===== config.mk =====
export PLATFORM = sky130hd
export DESIGN_NAME = ipv4_dotted_text_parser
export DESIGN_NICKNAME = d
export VERILOG_FILES = /design/src/rtl/ipv4p_pkg.sv /design/src/rtl/ipv4p_in_stage.sv /design/src/rtl/ipv4p_core.sv /design/src/rtl/ipv4p_out_stage.sv /design/src/rtl/ipv4_dotted_text_parser.sv
export SDC_FILE = /design/constraint.sdc
export NUM_CORES = 1
export LEC_CHECK = 0
export BUFFER_PORTS_ARGS = -buffer_cell sky130_fd_sc_hd__clkbuf_2
export CAP_MARGIN = 10
export CORE_MARGIN = 5
export CORE_UTILIZATION = 50
export CTS_CLUSTER_DIAMETER = 150
export CTS_CLUSTER_SIZE = 25
export DETAILED_ROUTE_END_ITERATION = 10
export PLACE_DENSITY = 0.65
export SLEW_MARGIN = 40
export SYNTH_ARGS = -nofsm -noshare
export SYNTH_HDL_FRONTEND = slang
export SYNTH_HIERARCHICAL = 1
export SYNTH_SLANG_ARGS = --single-unit
export TNS_END_PERCENT = 100

===== constraint.sdc =====
create_clock -name i_clk -period 9.4 [get_ports i_clk]
set_clock_uncertainty 0.1 [all_clocks]
set_input_delay 1.88 -clock i_clk [delete_from_list [all_inputs] [get_ports i_clk]]
set_output_delay 1.88 -clock i_clk [all_outputs]
set_load 0.005 [all_outputs]

===== src/rtl/ipv4p_pkg.sv =====
// Shared types, character codes and field placement for the IPv4 text parser.
package ipv4p_pkg;

    localparam logic [7:0]  CHAR_NUL   = 8'h00;
    localparam logic [7:0]  CHAR_DOT   = 8'h2E;
    localparam logic [7:0]  CHAR_ZERO  = 8'h30;
    localparam logic [7:0]  CHAR_NINE  = 8'h39;
    localparam logic [1:0]  FIELD_LAST = 2'd3;
    localparam logic [15:0] FIELD_SAT  = 16'hFFFF;

    typedef struct packed {
        logic [7:0] text_char;
        logic       final_char;
    } t_item;

    typedef struct packed {
        logic [31:0] address;
        logic        invalid;
    } t_result;

    // Field 0 lands in bits 31..24; upper bits of a big field 0 wrap off the top.
    function automatic logic [31:0] place_field(input logic [15:0] value,
                                                input logic [1:0]  number);
        logic [31:0] placed;
        placed = '0;
        case (number)
            2'd0:    placed = {value[7:0], 24'h000000};
            2'd1:    placed = {value, 16'h0000};
            2'd2:    placed = {8'h00, value, 8'h00};
            default: placed = {16'h0000, value};
        endcase
        return placed;
    endfunction

endpackage


===== src/rtl/ipv4p_in_stage.sv =====
// Input register holding one character transfer until the parser core takes it.
module ipv4p_in_stage (
    input  logic            i_clk,
    input  logic            i_rst_n,
    input  logic            i_valid,
    input  ipv4p_pkg::t_item i_item,
    input  logic            i_take,
    output logic            o_stall,
    output logic            o_full,
    output ipv4p_pkg::t_item o_item
);
    import ipv4p_pkg::*;

    logic  r_full;
    logic  n_full;
    t_item r_item;
    logic  load;

    // Free slot, or the held item leaves this cycle.
    assign o_stall = r_full && !i_take;
    assign load    = i_valid && !o_stall;

    always_comb begin
        n_full = r_full;
        if (load) begin
            n_full = 1'b1;
        end else if (i_take) begin
            n_full = 1'b0;
        end
    end

    always_ff @(posedge i_clk) begin
        if (!i_rst_n) begin
            r_full <= 1'b0;
        end else begin
            r_full <= n_full;
        end
    end

    always_ff @(posedge i_clk) begin
        if (load) begin
            r_item <= i_item;
        end
    end

    assign o_full = r_full;
    assign o_item = r_item;

endmodule


===== src/rtl/ipv4p_core.sv =====
// Parser state and the single-pass per-character update.
module ipv4p_core #(
    parameter int MAX_CHARS = 15
) (
    input  logic              i_clk,
    input  logic              i_rst_n,
    input  logic              i_step,
    input  ipv4p_pkg::t_item   i_item,
    output ipv4p_pkg::t_result o_result
);
    import ipv4p_pkg::*;

    localparam int         CNT_W   = $clog2(MAX_CHARS + 1);
    localparam logic [CNT_W-1:0] MAX_CNT = CNT_W'(MAX_CHARS);

    logic [15:0]      r_value,   n_value;
    logic [1:0]       r_number,  n_number;
    logic             r_stopped, n_stopped;
    logic [31:0]      r_sum,     n_sum;
    logic [CNT_W-1:0] r_chars,   n_chars;

    logic [19:0] times_ten;
    logic        is_digit;
    logic        is_dot;

    assign is_digit  = (i_item.text_char >= CHAR_ZERO) && (i_item.text_char <= CHAR_NINE);
    assign is_dot    = (i_item.text_char == CHAR_DOT);
    // value * 10 + digit; the digit is the low nibble of '0'..'9'
    assign times_ten = ({4'h0, r_value} << 3) + ({4'h0, r_value} << 1)
                     + {16'h0000, i_item.text_char[3:0]};

    always_comb begin
        n_value   = r_value;
        n_number  = r_number;
        n_stopped = r_stopped;
        n_sum     = r_sum;
        n_chars   = r_chars;
        if (r_chars < MAX_CNT) begin
            if (i_item.text_char == CHAR_NUL) begin
                n_chars = MAX_CNT;
            end else begin
                n_chars = r_chars + 1'b1;
                if (is_dot && (r_number != FIELD_LAST)) begin
                    n_sum     = r_sum + place_field(r_value, r_number);
                    n_number  = r_number + 1'b1;
                    n_value   = '0;
                    n_stopped = 1'b0;
                end else if (!r_stopped && is_digit) begin
                    n_value = (times_ten[19:16] != 4'h0) ? FIELD_SAT : times_ten[15:0];
                end else begin
                    n_stopped = 1'b1;
                end
            end
        end
    end

    always_comb begin
        if (n_number == FIELD_LAST) begin
            o_result.address = n_sum + {16'h0000, n_value};
            o_result.invalid = 1'b0;
        end else begin
            o_result.address = '0;
            o_result.invalid = 1'b1;
        end
    end

    always_ff @(posedge i_clk) begin
        if (!i_rst_n || (i_step && i_item.final_char)) begin
            r_value   <= '0;
            r_number  <= '0;
            r_stopped <= 1'b0;
            r_sum     <= '0;
            r_chars   <= '0;
        end else if (i_step) begin
            r_value   <= n_value;
            r_number  <= n_number;
            r_stopped <= n_stopped;
            r_sum     <= n_sum;
            r_chars   <= n_chars;
        end
    end

endmodule


===== src/rtl/ipv4p_out_stage.sv =====
// Result register on the output channel.
module ipv4p_out_stage (
    input  logic              i_clk,
    input  logic              i_rst_n,
    input  logic              i_load,
    input  ipv4p_pkg::t_result i_result,
    input  logic              i_stall,
    output logic              o_free,
    output logic              o_valid,
    output ipv4p_pkg::t_result o_result
);
    import ipv4p_pkg::*;

    logic    r_valid;
    logic    n_valid;
    t_result r_result;

    // Empty, or the held result is transferred this cycle.
    assign o_free = !r_valid || !i_stall;

    always_comb begin
        n_valid = r_valid;
        if (i_load) begin
            n_valid = 1'b1;
        end else if (!i_stall) begin
            n_valid = 1'b0;
        end
    end

    always_ff @(posedge i_clk) begin
        if (!i_rst_n) begin
            r_valid <= 1'b0;
        end else begin
            r_valid <= n_valid;
        end
    end

    always_ff @(posedge i_clk) begin
        if (i_load) begin
            r_result <= i_result;
        end
    end

    assign o_valid  = r_valid;
    assign o_result = r_result;

endmodule


===== src/rtl/ipv4_dotted_text_parser.sv =====
// Top level of the dotted-decimal IPv4 text parser.
//
//  channel  direction  handshake           payload
//  -------  ---------  ------------------  ---------------------------
//  chars    in         i_valid / o_stall   i_text_char, i_final_char
//  result   out        o_valid / i_stall   o_address, o_invalid
//
// One character per cycle is taken unless a last character waits on a full result
// register; the limit is the core's combinational times-ten add and address sum.
// A last character is held in the input register, then its result loads the
// result register and raises o_valid once that register is free.
// Reset is synchronous, active low, and clears all text state.
// A stall on the result side holds o_stall only while a last character waits
// to load a full result register; other characters keep flowing.
module ipv4_dotted_text_parser #(
    parameter int MAX_CHARS = 15
) (
    input  logic        i_clk,
    input  logic        i_rst_n,
    input  logic        i_valid,
    output logic        o_stall,
    input  logic [7:0]  i_text_char,
    input  logic        i_final_char,
    output logic        o_valid,
    input  logic        i_stall,
    output logic [31:0] o_address,
    output logic        o_invalid
);
    import ipv4p_pkg::*;

    t_item   in_item;
    t_item   held_item;
    t_result core_result;
    t_result out_result;
    logic    in_full;
    logic    out_free;
    logic    step;
    logic    load_result;

    assign in_item.text_char  = i_text_char;
    assign in_item.final_char = i_final_char;

    // A non-final character never needs the output register, so it always moves.
    assign step        = in_full && (!held_item.final_char || out_free);
    assign load_result = step && held_item.final_char;

    ipv4p_in_stage u_in_stage (
        .i_clk   (i_clk),
        .i_rst_n (i_rst_n),
        .i_valid (i_valid),
        .i_item  (in_item),
        .i_take  (step),
        .o_stall (o_stall),
        .o_full  (in_full),
        .o_item  (held_item)
    );

    ipv4p_core #(
        .MAX_CHARS (MAX_CHARS)
    ) u_core (
        .i_clk    (i_clk),
        .i_rst_n  (i_rst_n),
        .i_step   (step),
        .i_item   (held_item),
        .o_result (core_result)
    );

    ipv4p_out_stage u_out_stage (
        .i_clk    (i_clk),
        .i_rst_n  (i_rst_n),
        .i_load   (load_result),
        .i_result (core_result),
        .i_stall  (i_stall),
        .o_free   (out_free),
        .o_valid  (o_valid),
        .o_result (out_result)
    );

    assign o_address = out_result.address;
    assign o_invalid = out_result.invalid;

`ifndef SYNTHESIS
    // An invalid text always reports a zero address.
    a_invalid_zero: assert property (@(posedge i_clk) disable iff (!i_rst_n)
        o_valid && o_invalid |-> (o_address == 32'h0))
        else $error("invalid result with nonzero address");

    // A last character that moves through the core produces a result next cycle.
    a_final_gives_result: assert property (@(posedge i_clk) disable iff (!i_rst_n)
        load_result |=> o_valid)
        else $error("last character did not produce a result");

    // An empty result register never holds off the input side.
    a_no_idle_stall: assert property (@(posedge i_clk) disable iff (!i_rst_n)
        !o_valid |-> !o_stall)
        else $error("input stalled with result register empty");
`endif

endmodule

==> flow_metrics.env <==
export IMPL_p_per_area_nw_per_um2=103
export IMPL_timing_hold_ws_ps=390
export IMPL_worstSetupPathType="flop to flop"
export IMPL_diodes=0
export IMPL_wire_per_inst_um=19.1
export IMPL_io_buffers=47
export IMPL_drive_above_1_share=0.0958
export IMPL_synthArstFlopShare=0
export IMPL_r2r_cells=26
export IMPL_min_from="u_core/r_chars[0]"
export IMPL_antenna_found_initial=0
export IMPL_root_buffer="clkbuf_16"
export IMPL_cp_start_kind="flop"
export IMPL_grt_setup_unrepaired="false"
export IMPL_clk_latency_ps=360
export IMPL_path_clk_slew_ps=70
export IMPL_synth_cell_types=87
export IMPL_final_setup_tns_ps=0
export IMPL_synth_seq_area_share=0.276
export IMPL_final_common_cell="nand2_1"
export IMPL_cts_path_max_buffers=2
export IMPL_die_y_um=142
export IMPL_start_util=0.508
export IMPL_period_needed_ps=7360
export IMPL_cts_sinks=99
export IMPL_vias_per_cell=6.16
export IMPL_gr_total_overflow=0
export IMPL_finalCritPeriodShare=0.783
export IMPL_cts_setup_buffers=0
export IMPL_synth_warnings=6
export IMPL_r2r_start="u_in_stage/o_item[4]"
export IMPL_cts_hold_buf=0
export IMPL_setup_viol=0
export IMPL_gpl_final_weighted_congestion=0.933
export IMPL_synth_cells=1084
export IMPL_hold_viol=0
export IMPL_grt_total_usage=0.252
export IMPL_drcViolationCount=0
export IMPL_postSynthAreaPerCell_um2=8.04
export IMPL_tightest_slew_ps=808
export IMPL_drt_first_iter_violations=792
export IMPL_crit_path_end_kind="flop"
export IMPL_drv_slew=0
export IMPL_critPathArrivalTime_ps=7360
export IMPL_synth_main_ff_cell="dfxtp_1"
export IMPL_startpoint="u_in_stage/o_item[4]"
export IMPL_nets=1201
export IMPL_peakVddDrop_mv=0.0862
export IMPL_leakage_nw=3.96
export IMPL_cap_violations=0
export IMPL_ioPinCount=48
export IMPL_relSlewSlack=0.453
export IMPL_fmax_mhz=136
export IMPL_path_max_fanout=16
export IMPL_status="completed"
export IMPL_dp_hpwl_mm=19.2
export IMPL_final_cell_mix="137 x nand2_1, 128 x nor2_1, 89 x a21oi_1"
export IMPL_cts_tree="done"
export IMPL_cts_resized_gates=0
export IMPL_syn_to_final_growth_pct=8.17
export IMPL_rows=48
export IMPL_core_area_um2=17200
export IMPL_synth_nets=1184
export IMPL_grt_pass1_wl_mm=40.5
export IMPL_cts_buffers=9
export IMPL_hold_end="u_core/r_chars[0]"
export IMPL_h_tree_depth=3
export IMPL_grt_max_degree=60
export IMPL_routed_wl_mm=25.4
export IMPL_r2r_setup_slack_ps=2040
export IMPL_hp_class="flop to flop"
export IMPL_crit_required_ps=9400
export IMPL_r2r_end="u_out_stage/o_result[26]"
export IMPL_syn_area_um2=8720
export IMPL_antenna_left=0
export IMPL_chipWidth_um=142
export IMPL_dr_pass1_iters=5
export IMPL_hold_depth=2
export IMPL_grt_pass1_vias=7548
export IMPL_dieArea_um2=20200
export IMPL_synth_seq_cells=99
export IMPL_synth_edff_count=42
export IMPL_vias=8196
==> critical path, stage by stage (launching register included) <==
cell and delay [ps]:
edfxtp_1 460, fa_1 600, inv_1 70, fa_1 450
nand2b_1 200, a211oi_2 300, o21bai_1 140, a21oi_1 370
o311a_1 250, o211ai_1 90, buf_4 220, o221a_2 270
a21oi_1 240, inv_1 80, ha_1 290, a21o_1 170
a21oi_1 210, nor2b_1 70, o21a_1 180, o21ai_0 380
o31ai_1 150, a41o_1 220, a21oi_1 340, nor4_2 110
o311ai_1 730, a21boi_0 240, mux2i_1 180
==> flip-flops by register name (all words and copies together), names as in the netlist, named ones only <==
register	count
u_core/r_chars	4
u_core/r_number	2
u_core/r_stopped	1
u_core/r_sum	32
u_core/r_value	15
u_in_stage/o_full	1
u_in_stage/o_item	9
u_out_stage/o_result	33
u_out_stage/o_valid	1
==> final cells by class <==
class | instances | area (um2)
Fill cell | 1656 | 7750
Tap cell | 225 | 282
Clock buffer | 11 | 264
Clock inverter | 5 | 38.8
Timing Repair Buffer | 57 | 310
Multi-Input combinational cell | 913 | 6050
Sequential cell | 99 | 2400
Inverter | 21 | 78.8
==> power breakdown <==
part	internal, W	leakage (nW)	switching (W)
registers	0.000462	0.865	0.0000128
logic	0.0000392	2.94	0.0000712
clock network	0.000206	0.153	0.000178
total	0.000707	3.96	0.000262
==> logic make-up (layout without fill, tap and decap cells) <==
kind of cell	Yosys count	in the layout	share of synthesized area
buffers and inverters	72	94	0.0320
muxes	20	20	0.0230
DFF	99	99	0.276
AOI/OAI and AO/OA	345	345	0.270
xor gates and xnor gates	51	51	0.0512
and+or+nand+nor	410	410	0.220
adders and majority gates	87	87	0.128
==> Yosys cell counts (5+ instances only) <==
cell type / n / area [um2]
a211o_1: 6 / 52.6
a211oi_1: 27 / 203
a21boi_0: 6 / 45.0
a21o_1: 34 / 255
a21oi_1: 89 / 445
a22oi_1: 17 / 128
a311oi_1: 5 / 43.8
a31oi_1: 14 / 87.6
and2_1: 20 / 125
and3_1: 5 / 31.3
buf_2: 7 / 35.0
clkbuf_1: 40 / 150
dfxtp_1: 57 / 1140
edfxtp_1: 42 / 1260
ha_1: 83 / 1040
inv_1: 19 / 71.3
mux2i_1: 20 / 200
nand2_1: 138 / 518
nand2b_1: 9 / 56.3
nand3_1: 26 / 130
nand4_1: 7 / 43.8
nor2_1: 128 / 480
nor2b_1: 14 / 87.6
nor3_1: 23 / 115
o211ai_1: 5 / 37.5
o21a_1: 12 / 90.1
o21ai_0: 59 / 295
o21ai_1: 7 / 35.0
o221ai_1: 13 / 114
o31ai_1: 7 / 52.6
or2_2: 5 / 31.3
or4_1: 5 / 37.5
xnor2_1: 34 / 298
xor2_1: 17 / 149
==> per-stage QoR <==
stage	instance area [um2]	utilization	cells	total power, W	setup WS [ps]
final	9430	0.549	1331	0.000969	2040
after global routing	9430	0.549	1331	0.00101	1560
after CTS	9430	0.549	1331	0.000973	2130
after detailed placement	9120	0.531	1315	0.000593	2170
after global placement	9120	0.531	1315	0.000592	2310
after floorplan	8720	-	1084	0.000558	2840
==> routing by layer <==
metal  vias up  share of wire  GRT usage
met5         -              0          0
met4         0          0.029     0.0879
met3        46          0.070     0.0316
met2       287           0.44      0.397
met1      3816           0.46      0.357
li1       4047              -          -
==> worst max-delay path by stage <==
stage	to	cells past startpoint
6_report	u_out_stage/o_result[26]	26
5_1_grt	u_out_stage/o_result[26]	26
4_1_cts	u_out_stage/o_result[26]	26
3_5_place_dp	u_out_stage/o_result[26]	26
3_3_place_gp	u_out_stage/o_result[26]	26
2_1_floorplan	u_out_stage/o_result[27]	27
Note: power is estimated with default switching activity, not from simulation.
